## config.mk

```make
export PLATFORM = sky130hd
export DESIGN_NAME = delta_escape_encoder_top
export DESIGN_NICKNAME = d
export VERILOG_FILES = /design/src/rtl/core/dee_pkg.sv /design/src/rtl/core/dee_front.sv /design/src/rtl/core/dee_fifo.sv /design/src/rtl/core/dee_back.sv /design/src/rtl/core/delta_escape_encoder_top.sv
export SDC_FILE = /design/constraint.sdc
export NUM_CORES = 1
export LEC_CHECK = 0
export ABC_AREA = 1
export BUFFER_PORTS_ARGS = -buffer_cell sky130_fd_sc_hd__buf_2
export CAP_MARGIN = 20
export CELL_PAD_IN_SITES_DETAIL_PLACEMENT = 1
export CELL_PAD_IN_SITES_GLOBAL_PLACEMENT = 2
export CORE_MARGIN = 2
export CORE_UTILIZATION = 40
export DETAILED_ROUTE_END_ITERATION = 10
export PLACE_DENSITY = 0.95
export SLEW_MARGIN = 30
export SYNTH_ARGS = -nofsm -noshare
export SYNTH_HDL_FRONTEND = slang
export SYNTH_SLANG_ARGS = --single-unit
export TNS_END_PERCENT = 30
```

## constraint.sdc

```tcl
create_clock -name clk_i -period 5.29 [get_ports clk_i]
set_clock_uncertainty 0.15 [all_clocks]
set_input_delay 1.3225 -clock clk_i [delete_from_list [all_inputs] [get_ports clk_i]]
set_output_delay 1.3225 -clock clk_i [all_outputs]
set_load 0.05 [all_outputs]
```

## src/rtl/core/dee_pkg.sv

```systemverilog
package dee_pkg;

  localparam int unsigned WordW      = 32;
  localparam int unsigned ByteW      = 8;
  localparam int unsigned DiffW      = WordW + 1;
  localparam int unsigned RawBytes   = 4;
  localparam int unsigned QueueDepth = 2;
  localparam int unsigned QueuePtrW  = 1;
  localparam int unsigned QueueCntW  = 2;
  localparam int unsigned ByteIdxW   = 3;

  localparam logic [ByteW-1:0] EscapeByte = 8'h80;
  localparam int ShortLimit = 127;

  typedef enum logic [1:0] {
    KIND_SHORT,
    KIND_RAW,
    KIND_ESC
  } dee_kind_e;

  // One classified item waiting for serialization.
  typedef struct packed {
    dee_kind_e              kind;
    logic [WordW-1:0]       word;
    logic [ByteW-1:0]       short_byte;
  } dee_entry_t;

  typedef struct packed {
    logic                 full;
    logic                 empty;
    logic [QueueCntW-1:0] count;
  } dee_q_status_t;

endpackage

```

## src/rtl/core/dee_front.sv

```systemverilog
module dee_front
  import dee_pkg::*;
(
  input  logic               clk_i,
  input  logic               rst_ni,
  input  logic               in_valid_i,
  output logic               in_stall_o,
  input  logic [WordW-1:0]   number_in_i,
  input  dee_q_status_t      q_status_i,
  output logic               push_o,
  output dee_entry_t         push_entry_o
);

  logic                    awaiting_first_q, awaiting_first_d;
  logic [WordW-1:0]        prev_q, prev_d;
  logic signed [DiffW-1:0] diff;
  logic                    is_short;

  assign in_stall_o = q_status_i.full;
  assign push_o     = in_valid_i && !q_status_i.full;

  // The difference is one bit wider than the operands, so it never wraps.
  assign diff = $signed({number_in_i[WordW-1], number_in_i})
              - $signed({prev_q[WordW-1], prev_q});
  assign is_short = (diff >= DiffW'(-ShortLimit)) && (diff <= DiffW'(ShortLimit));

  always_comb begin
    push_entry_o.word       = number_in_i;
    push_entry_o.short_byte = diff[ByteW-1:0];
    if (awaiting_first_q) begin
      push_entry_o.kind = KIND_RAW;
    end else if (is_short) begin
      push_entry_o.kind = KIND_SHORT;
    end else begin
      push_entry_o.kind = KIND_ESC;
    end
  end

  always_comb begin
    awaiting_first_d = awaiting_first_q;
    prev_d           = prev_q;
    if (push_o) begin
      awaiting_first_d = 1'b0;
      prev_d           = number_in_i;
    end
  end

  always_ff @(posedge clk_i or negedge rst_ni) begin
    if (!rst_ni) begin
      awaiting_first_q <= 1'b1;
      prev_q           <= '0;
    end else begin
      awaiting_first_q <= awaiting_first_d;
      prev_q           <= prev_d;
    end
  end

endmodule

```

## src/rtl/core/dee_fifo.sv

```systemverilog
module dee_fifo
  import dee_pkg::*;
(
  input  logic          clk_i,
  input  logic          rst_ni,
  input  logic          push_i,
  input  dee_entry_t    push_entry_i,
  input  logic          pop_i,
  output dee_entry_t    head_o,
  output dee_q_status_t status_o
);

  dee_entry_t           mem_q [QueueDepth];
  logic [QueuePtrW-1:0] wr_ptr_q, wr_ptr_d;
  logic [QueuePtrW-1:0] rd_ptr_q, rd_ptr_d;
  logic [QueueCntW-1:0] count_q, count_d;

  assign status_o.full  = (count_q == QueueCntW'(QueueDepth));
  assign status_o.empty = (count_q == '0);
  assign status_o.count = count_q;
  assign head_o         = mem_q[rd_ptr_q];

  always_comb begin
    wr_ptr_d = wr_ptr_q;
    rd_ptr_d = rd_ptr_q;
    count_d  = count_q;
    if (push_i) begin
      wr_ptr_d = wr_ptr_q + 1'b1;
    end
    if (pop_i) begin
      rd_ptr_d = rd_ptr_q + 1'b1;
    end
    if (push_i && !pop_i) begin
      count_d = count_q + 1'b1;
    end else if (pop_i && !push_i) begin
      count_d = count_q - 1'b1;
    end
  end

  always_ff @(posedge clk_i) begin
    if (push_i) begin
      mem_q[wr_ptr_q] <= push_entry_i;
    end
  end

  always_ff @(posedge clk_i or negedge rst_ni) begin
    if (!rst_ni) begin
      wr_ptr_q <= '0;
      rd_ptr_q <= '0;
      count_q  <= '0;
    end else begin
      wr_ptr_q <= wr_ptr_d;
      rd_ptr_q <= rd_ptr_d;
      count_q  <= count_d;
    end
  end

endmodule

```

## src/rtl/core/dee_back.sv

```systemverilog
module dee_back
  import dee_pkg::*;
(
  input  logic              clk_i,
  input  logic              rst_ni,
  input  dee_entry_t        head_i,
  input  dee_q_status_t     q_status_i,
  output logic              pop_o,
  output logic              out_valid_o,
  input  logic              out_stall_i,
  output logic [ByteW-1:0]  out_byte_o,
  output logic              last_byte_o
);

  logic                 out_valid_q, out_valid_d;
  logic [ByteW-1:0]     out_byte_q, out_byte_d;
  logic                 last_q, last_d;
  logic [ByteIdxW-1:0]  idx_q, idx_d;
  logic                 load;
  logic [1:0]           raw_sel;
  logic [ByteW-1:0]     raw_byte;
  logic [ByteW-1:0]     next_byte;
  logic                 next_last;

  assign out_valid_o = out_valid_q;
  assign out_byte_o  = out_byte_q;
  assign last_byte_o = last_q;

  // The output register takes a new byte when it is empty or being transferred.
  assign load = !out_valid_q || !out_stall_i;

  // In an escaped run the raw bytes follow the escape byte, one place later.
  assign raw_sel = (head_i.kind == KIND_ESC) ? 2'(idx_q - 1'b1) : idx_q[1:0];

  always_comb begin
    case (raw_sel)
      2'd0:    raw_byte = head_i.word[7:0];
      2'd1:    raw_byte = head_i.word[15:8];
      2'd2:    raw_byte = head_i.word[23:16];
      default: raw_byte = head_i.word[31:24];
    endcase
  end

  always_comb begin
    case (head_i.kind)
      KIND_SHORT: begin
        next_byte = head_i.short_byte;
        next_last = 1'b1;
      end
      KIND_RAW: begin
        next_byte = raw_byte;
        next_last = (idx_q == ByteIdxW'(RawBytes - 1));
      end
      KIND_ESC: begin
        next_byte = (idx_q == '0) ? EscapeByte : raw_byte;
        next_last = (idx_q == ByteIdxW'(RawBytes));
      end
      default: begin
        next_byte = head_i.short_byte;
        next_last = 1'b1;
      end
    endcase
  end

  always_comb begin
    out_valid_d = out_valid_q;
    out_byte_d  = out_byte_q;
    last_d      = last_q;
    idx_d       = idx_q;
    pop_o       = 1'b0;
    if (load) begin
      out_valid_d = !q_status_i.empty;
      if (!q_status_i.empty) begin
        out_byte_d = next_byte;
        last_d     = next_last;
        if (next_last) begin
          idx_d = '0;
          pop_o = 1'b1;
        end else begin
          idx_d = idx_q + 1'b1;
        end
      end
    end
  end

  always_ff @(posedge clk_i) begin
    out_byte_q <= out_byte_d;
    last_q     <= last_d;
  end

  always_ff @(posedge clk_i or negedge rst_ni) begin
    if (!rst_ni) begin
      out_valid_q <= 1'b0;
      idx_q       <= '0;
    end else begin
      out_valid_q <= out_valid_d;
      idx_q       <= idx_d;
    end
  end

endmodule

```

## src/rtl/core/delta_escape_encoder_top.sv

```systemverilog
// Delta encoder with escape: each signed 32-bit number taken in becomes a run of
// bytes on the output, the last byte of each run flagged. The first number after
// reset goes out as four raw bytes, least significant first; later numbers go
// out as one two's complement byte when the difference from the previous number
// lies in -127..127, otherwise as the escape byte 0x80 and the four raw bytes.
// The front end classifies a number in the cycle it is accepted and places it in
// a two-entry queue; the back end sends one byte per cycle from the queue head
// through an output register while the output is not stalled. Input is accepted
// whenever the queue has room.
module delta_escape_encoder_top
  import dee_pkg::*;
(
  input  logic              clk_i,
  input  logic              rst_ni,
  input  logic              in_valid_i,
  output logic              in_stall_o,
  input  logic [WordW-1:0]  number_in_i,
  output logic              out_valid_o,
  input  logic              out_stall_i,
  output logic [ByteW-1:0]  out_byte_o,
  output logic              last_byte_o
);

  logic          push;
  logic          pop;
  dee_entry_t    push_entry;
  dee_entry_t    head;
  dee_q_status_t q_status;

  dee_front u_front (
    .clk_i        (clk_i),
    .rst_ni       (rst_ni),
    .in_valid_i   (in_valid_i),
    .in_stall_o   (in_stall_o),
    .number_in_i  (number_in_i),
    .q_status_i   (q_status),
    .push_o       (push),
    .push_entry_o (push_entry)
  );

  dee_fifo u_fifo (
    .clk_i        (clk_i),
    .rst_ni       (rst_ni),
    .push_i       (push),
    .push_entry_i (push_entry),
    .pop_i        (pop),
    .head_o       (head),
    .status_o     (q_status)
  );

  dee_back u_back (
    .clk_i       (clk_i),
    .rst_ni      (rst_ni),
    .head_i      (head),
    .q_status_i  (q_status),
    .pop_o       (pop),
    .out_valid_o (out_valid_o),
    .out_stall_i (out_stall_i),
    .out_byte_o  (out_byte_o),
    .last_byte_o (last_byte_o)
  );

  a_no_push_when_full: assert property (@(posedge clk_i) disable iff (!rst_ni)
    !(push && q_status.full))
    else $error("queue written while full");

  a_no_pop_when_empty: assert property (@(posedge clk_i) disable iff (!rst_ni)
    !(pop && q_status.empty))
    else $error("queue read while empty");

  a_count_bound: assert property (@(posedge clk_i) disable iff (!rst_ni)
    q_status.count <= QueueCntW'(QueueDepth))
    else $error("queue count out of range");

  a_pop_ends_run: assert property (@(posedge clk_i) disable iff (!rst_ni)
    pop |=> out_valid_o && last_byte_o)
    else $error("entry retired without a flagged last byte");

endmodule
```

== Word-level counts from Yosys, hierarchy flattened ==
Memories as Yosys holds them, arrays and structs flattened.
Index checks and enable logic that the tools add are counted.

* $lt $le $gt $ge: 2
* $add $sub $neg: 7
* Equality and inequality tests: 7
* Multiplexer cells: 15
* Reductions and logical operators: 16
* Bitwise logic cells: 1

{| class="wikitable"
|+ Operator list
! operator !! count
|-
| 33-bit by 8-bit greater-or-equal comparator with 1-bit output, second input constant || 1
|-
| 33-bit by 8-bit less-or-equal comparator with 1-bit output, second input constant || 1
|-
| 32-bit by 32-bit subtractor with 33-bit output || 1
|-
| 8-bit one-hot mux with 3 select lines || 1
|-
| 8-bit one-hot mux with 2 select lines || 1
|-
| 2-bit two-way mux || 5
|-
| 8-bit two-way mux || 1
|-
| 2-bit equality test, second input constant || 3
|-
| 1-bit zero test || 6
|-
| 1-bit two-way mux || 5
|-
| 2-bit by 1-bit equality test with 1-bit output, second input constant || 2
|-
| 1-bit logical AND || 4
|-
| 2-bit zero test || 2
|-
| 2-bit by 1-bit subtractor with 2-bit output, second input constant || 2
|-
| 3-bit by 1-bit adder with 3-bit output, second input constant || 1
|-
| 3-bit by 2-bit equality test with 1-bit output, second input constant || 1
|-
| 3-bit equality test, second input constant || 1
|-
| 3-bit zero test || 1
|-
| 3-bit two-way mux || 1
|-
| 1-bit adder, second input constant || 2
|-
| 2-bit by 1-bit adder with 2-bit output, second input constant || 1
|-
| 1-bit one-hot mux with 2 select lines || 1
|-
| 2-bit AND reduction || 1
|-
| 2-bit nonzero test || 1
|-
| 2 further kinds || 2
|}

* Input bits: 36
* Memories: 1
* Memory bits (writable): 84
* Word-level logic and storage cells: 58
* Output and inout bits: 11
* Register bits after elaboration: 50

{| class="wikitable"
|+ Memory list
! memory !! depth !! width !! read ports !! clocked after Yosys merged registers in !! write ports !! line !! source
|-
| u_fifo.mem_q || 2 || 42 || 1 || 0 || 1 || dee_fifo.sv:13 || <nowiki>dee_entry_t mem_q [QueueDepth];</nowiki>
|}

== Depth between registers and ports, before layout ==
An unclocked memory read counts as a cell.

* Word-level depth: 9
* Depth in mapped cells: 21

== Modules after synthesis ==
A second synthesis with hierarchy kept.

* Cells, all modules: 1,120
* Area, all modules: 9,041.2 um^2

{| class="wikitable"
|+ By module, submodules not included
! module !! seq. area each (um^2) !! times used !! area an instance (um^2) !! cells each
|-
| dee_front || 827.0 || 1 || 4,601.9 || 830
|-
| dee_fifo || 2,622.5 || 1 || 3,439.5 || 156
|-
| dee_back || 370.4 || 1 || 999.7 || 134
|}

== Least setup slack after synthesis ==
Ideal clock, no wire load.

* Path type: in2reg
* Start point: in in_valid_i
* End point: mem u_fifo.mem_q[1][0] (netlist name) (enable)
* Cell stages on the path: 2
* Data arrival time: 3.309 ns
* Library setup time: 0.443 ns
* Setup slack: 1.388 ns
* Data required time: 4.697 ns
* Path through: o21ai_0 nor2_1

* Word-level cells in the longest chain between the ends: 3

{| class="wikitable"
|+ RTL lines
! item !! line !! source
|-
| start: declaration || delta_escape_encoder_top.sv:15 || <nowiki>input logic in_valid_i,</nowiki>
|-
| 1-bit logical AND || dee_front.sv:20 || <nowiki>assign push_o = in_valid_i && !q_status_i.full;</nowiki>
|-
| 1-bit two-way mux || dee_fifo.sv:41 || <nowiki>if (push_i) begin</nowiki>
|-
| 1-bit two-way mux (implied by the code) || dee_fifo.sv:42 || <nowiki>mem_q[wr_ptr_q] <= push_entry_i;</nowiki>
|-
| end: declaration || dee_fifo.sv:13 ||
|}

No other way between the ends.

== Worst setup path in the final report ==
* Start point: reg u_fifo.rd_ptr_q
* End point: reg u_back.out_byte_q[1] (netlist: u_back.out_byte_o[1]) (data pin)

* Word-level cells in the longest chain between the ends: 7
* Elaborated cells on any way between the ends: 10
* Those cells by class: eq/ne (4); mux (4); reduce/logical (1); memory (1)

{| class="wikitable"
|+ RTL lines
! item !! line !! source
|-
| start: declaration || dee_fifo.sv:15 || <nowiki>logic [QueuePtrW-1:0] rd_ptr_q, rd_ptr_d;</nowiki>
|-
| start signal: assignment || dee_fifo.sv:53 || <nowiki>rd_ptr_q <= rd_ptr_d;</nowiki>
|-
| memory 2 x 42 bit * || n/a ||
|-
| 2-bit equality test || dee_back.sv:33, dee_back.sv:45 ||
|-
| 2-bit two-way mux || dee_back.sv:33 || <nowiki>assign raw_sel = (head_i.kind == KIND_ESC) ? 2'(idx_q - 1'b1) : idx_q[1:0];</nowiki>
|-
| 2-bit equality test, or another cell as far along || dee_back.sv:36 || <nowiki>case (raw_sel)</nowiki>
|-
| 8-bit one-hot mux with 3 select lines || dee_back.sv:36 ||
|-
| 8-bit two-way mux || dee_back.sv:55 || <nowiki>next_byte = (idx_q == '0) ? EscapeByte : raw_byte;</nowiki>
|-
| 8-bit one-hot mux with 2 select lines * || dee_back.sv:45 || <nowiki>case (head_i.kind)</nowiki>
|-
| named net u_back.next_byte[1] || dee_back.sv:22 || <nowiki>logic [ByteW-1:0] next_byte;</nowiki>
|-
| end signal: assignment || dee_back.sv:87 || <nowiki>out_byte_q <= out_byte_d;</nowiki>
|-
| end: declaration || dee_back.sv:16 || <nowiki>logic [ByteW-1:0] out_byte_q, out_byte_d;</nowiki>
|}

Mark *: on every way through the listed nets, which the timed path passes. The rest lies on a longest branch.
A chain may end at the register's enable or synchronous reset.

==> results.toml <==
[timing]
hold_viol = 0
setup_slack_ns = 1.643
drv_slew = 0
fin_crit_ns = 3.647
worst_pin_slew_ns = 0.7486
max_freq_ghz = 0.2742
rsz0062_at_grt = "false"
relSlewSlack_pct = 49.98
finalSetupTns_ns = 0
fin_crit_sh_pct = 68.94
finalSetupViolations = 0

[grt]
grt_pass1_wl_mm = 39.14
overflow = 0
antenna_found_initial = 0
grt_max_degree = 64
grtUsageTotal_pct = 23.72
grt_pass1_vias = 7511

[floorplan]
dieWidth_um = 145.0
start_util_pct = 40.87
rows = 51
ios = 47
die_h_um = 145.0
dieArea_um2 = 21030
core_area_um2 = 19460

[place]
port_buffers = 46
place_ws_ns = 1.318
place_congestion = 0.8732
dp_hpwl_mm = 18.29

[critical_path]
required_ns = 5.31
endpoint_kind = "flip-flop"
crit_arrival_ns = 3.67
crit_chain = "clkinv_1, buf_4, or2_2, o21ai_0, inv_1, ha_1, nor2_2, a21oi_4, nand2_1, inv_1, o21ai_0, nand3_1, o21ai_1"
crit_slowest_cell = "a21oi_4"
rr_worst_depth = 13
path_class = "flip-flop to flip-flop"
path_max_fanout = 35
crit_buf_inv = 4
cp_slowest_stage_delay_ns = 0.44
path_delay_family = "compound AO/OA/AOI/OAI gates"
r2r-end = "u_back.out_byte_o[1]"
r2r_start = "u_fifo.rd_ptr_q"
setup.worst_path.start_class = "flip-flop"
regToRegSetupSlack_ns = 1.64

[clock_tree]
postCtsSetupBuffers = 0
clk_pin_slew_ns = 0.06
clockBufferDepth = 2
numClockSinks = 134
ctsRootBufferMaster = "clkbuf_16"
cts_tree = "built"
holdBufCountCts = 0
cts_resized = 0
cts_made_buffers = 17
htreeDepth = 4
clk_latency_ns = 0.42

[drt]
viasPerCell = 5.184
drt_iter0_drc = 417
drtAntennaViolNets = 0
drc = 0
wl_mm = 23.73
dr.pass1.iters = 4
vias = 6859
wl_per_cell_um = 17.94

[yosys]
syn-num-nets = 1066
synthAdderAreaFrac_pct = 6.072
ys_ff_latch = 134
synth_top_family_by_area = "simple AND/OR/NAND/NOR gates"
synth_edf_count = 93
muxShareOfSynthArea_pct = 0
yosysWarnings = 0
postSynthCellCount = 992
synthArstFlopShare_pct = 30.60
synth_compound_area_share_pct = 9.438
synth.avg_cell_area_um2 = 8.018
ys_seq_area_share_pct = 48.03
synthSimpleGateAreaFrac_pct = 27.29
synthFlopType = "edfxtp_1"
syn_area_um2 = 7954
synthXorXnorAreaFrac_pct = 0.8652
ys_types = 41

[worst_hold_path]
min_to = "u_back.out_valid_o"
hp-class = "flip-flop to flip-flop"
min_path_cells = 2
hold_path.startpoint = "u_back.out_valid_o"

[power_and_ir_drop]
ir_drop_mv = 0.1872
p_per_area_nw_per_um2 = 630.0
leakage_nw = 4.199

[run_status]
status = "complete, no violations"

[layout]
final_layout_size_suffix_gt1_share_pct = 11.63
nets = 1119
diodes = 0
area_delta_synth_final_pct = 13.84

[flow_run]
drv_cap = 0
[report_power, final]
| group | switching [mW] | internal, mW | total [mW] |
|---|---|---|---|
| logic | 2.09 | 0.849 | 2.94 |
| registers | 0.105 | 1.54 | 1.65 |
| clock network | 0.468 | 0.649 | 1.12 |
| total | 2.67 | 3.04 | 5.70 |
[synthesized netlist by cell type, drive strengths merged (9+ instances only)]
master | n | area share (%)
nand3 | 51 | 3.3
nor2 | 105 | 5.4
o21ai | 68 | 4.3
a21oi | 25 | 1.8
nand4 | 9 | 0.71
nand2 | 318 | 15
dfrtp | 40 | 13
clkbuf | 16 | 0.76
edfxtp | 93 | 35
nand3b | 15 | 1.4
a221oi | 14 | 1.5
ha | 37 | 5.8
inv | 156 | 7.4
[per-layer routing]
| metal | vias to the layer above | part of all wire (%) | track usage (%) |
|---|---|---|---|
| met4 | 0 | 2.5 | 7.723 |
| met3 | 38 | 2.8 | 2.736 |
| met1 | 3385 | 44 | 28.86 |
| met2 | 111 | 51 | 43.64 |
| li1 | 3325 | - | - |
| met5 | - | 0 | 0 |
[registers in the layout, summed over array words and instances, names as in the netlist]
signal	cells
u_back.idx_q	3
u_back.last_byte_o	1
u_back.out_byte_o	8
u_back.out_valid_o	1
u_fifo.count_q	2
u_fifo.mem_q	84
u_fifo.rd_ptr_q	1
u_fifo.wr_ptr_q	1
u_front.awaiting_first_q	1
u_front.prev_q	32
[how the worst max path moves through the flow]
stage	slack, ns	end	startpoint	depth (start not counted)
2_1_floorplan	1.39	u_fifo.mem_q[1][0]	in_valid_i	2
3_3_place_gp	1.33	u_fifo.mem_q[0][41]	number_in_i[0]	19
3_5_place_dp	1.32	u_fifo.mem_q[0][41]	number_in_i[0]	17
4_1_cts	1.64	u_back.out_byte_o[0]	u_fifo.rd_ptr_q	13
5_1_grt	1.37	u_back.out_byte_o[7]	u_fifo.rd_ptr_q	15
6_report	1.64	u_back.out_byte_o[1]	u_fifo.rd_ptr_q	13
[layout by cell type, fill, tap and decap left out, types with 4 or more instances in the layout]
| cell | count |
|---|---|
| a21oi_1 | 22 |
| a221oi_1 | 14 |
| buf_2 | 45 |
| buf_4 | 6 |
| clkbuf_16 | 17 |
| clkinv_2 | 4 |
| clkinvlp_4 | 4 |
| dfrtp_1 | 40 |
| edfxtp_1 | 93 |
| ha_1 | 37 |
| inv_1 | 146 |
| inv_2 | 9 |
| nand2_1 | 311 |
| nand2_2 | 6 |
| nand3_1 | 49 |
| nand3b_1 | 15 |
| nand4_1 | 9 |
| nor2_1 | 92 |
| nor2_2 | 10 |
| nor3_1 | 6 |
| o211ai_1 | 6 |
| o21ai_0 | 61 |
| o21ai_1 | 7 |
| o21bai_1 | 4 |
| xor2_1 | 5 |
[metrics by stage]
| step | std cells | utilization (%) | cell area [µm²] | hold WS [ns] | total power, mW |
|---|---|---|---|---|---|
| global placement | 1291 | 43.66 | 8497 | 0.3262 | 4.476 |
| CTS | 1323 | 46.53 | 9055 | 0.3748 | 5.732 |
| detailed placement | 1291 | 43.67 | 8499 | 0.3615 | 4.574 |
| finish | 1323 | 46.53 | 9055 | 0.3719 | 5.705 |
| floorplan | 992 | - | 7954 | 0.3000 | 3.733 |
| global route | 1323 | 46.53 | 9055 | 0.3986 | 6.171 |
[layout make-up]
type / count / area, µm²
inverters: 157 / 589.3
fillers: 2393 / 10410
repair buffers: 51 / 270.3
clock inverters: 14 / 126.4
clock buffers: 18 / 429.2
flip-flops and latches: 134 / 3820
multi-input cells: 684 / 3488
well taps: 265 / 331.6
[worst reg2reg max path, stage by stage, from the launching register on]
cell      delay, ns
dfrtp_1        0.38
clkinv_1       0.05
buf_4          0.35
or2_2          0.19
o21ai_0        0.15
inv_1          0.10
ha_1           0.32
nor2_2         0.08
a21oi_4        0.44
nand2_1        0.36
inv_1          0.30
o21ai_0        0.27
nand3_1        0.17
o21ai_1        0.09
[cells by family (layout without fill, tap and decap cells)]
logic type / Yosys count / in the layout
AND/OR/NAND/NOR: 513 / 513
adder cells (fa/ha/maj): 38 / 38
XOR/XNOR: 7 / 7
AO/OA/AOI/OAI: 126 / 126
buffers and inverters: 174 / 240
flip-flops: 134 / 134
Note: power is estimated with default switching activity, not from simulation.
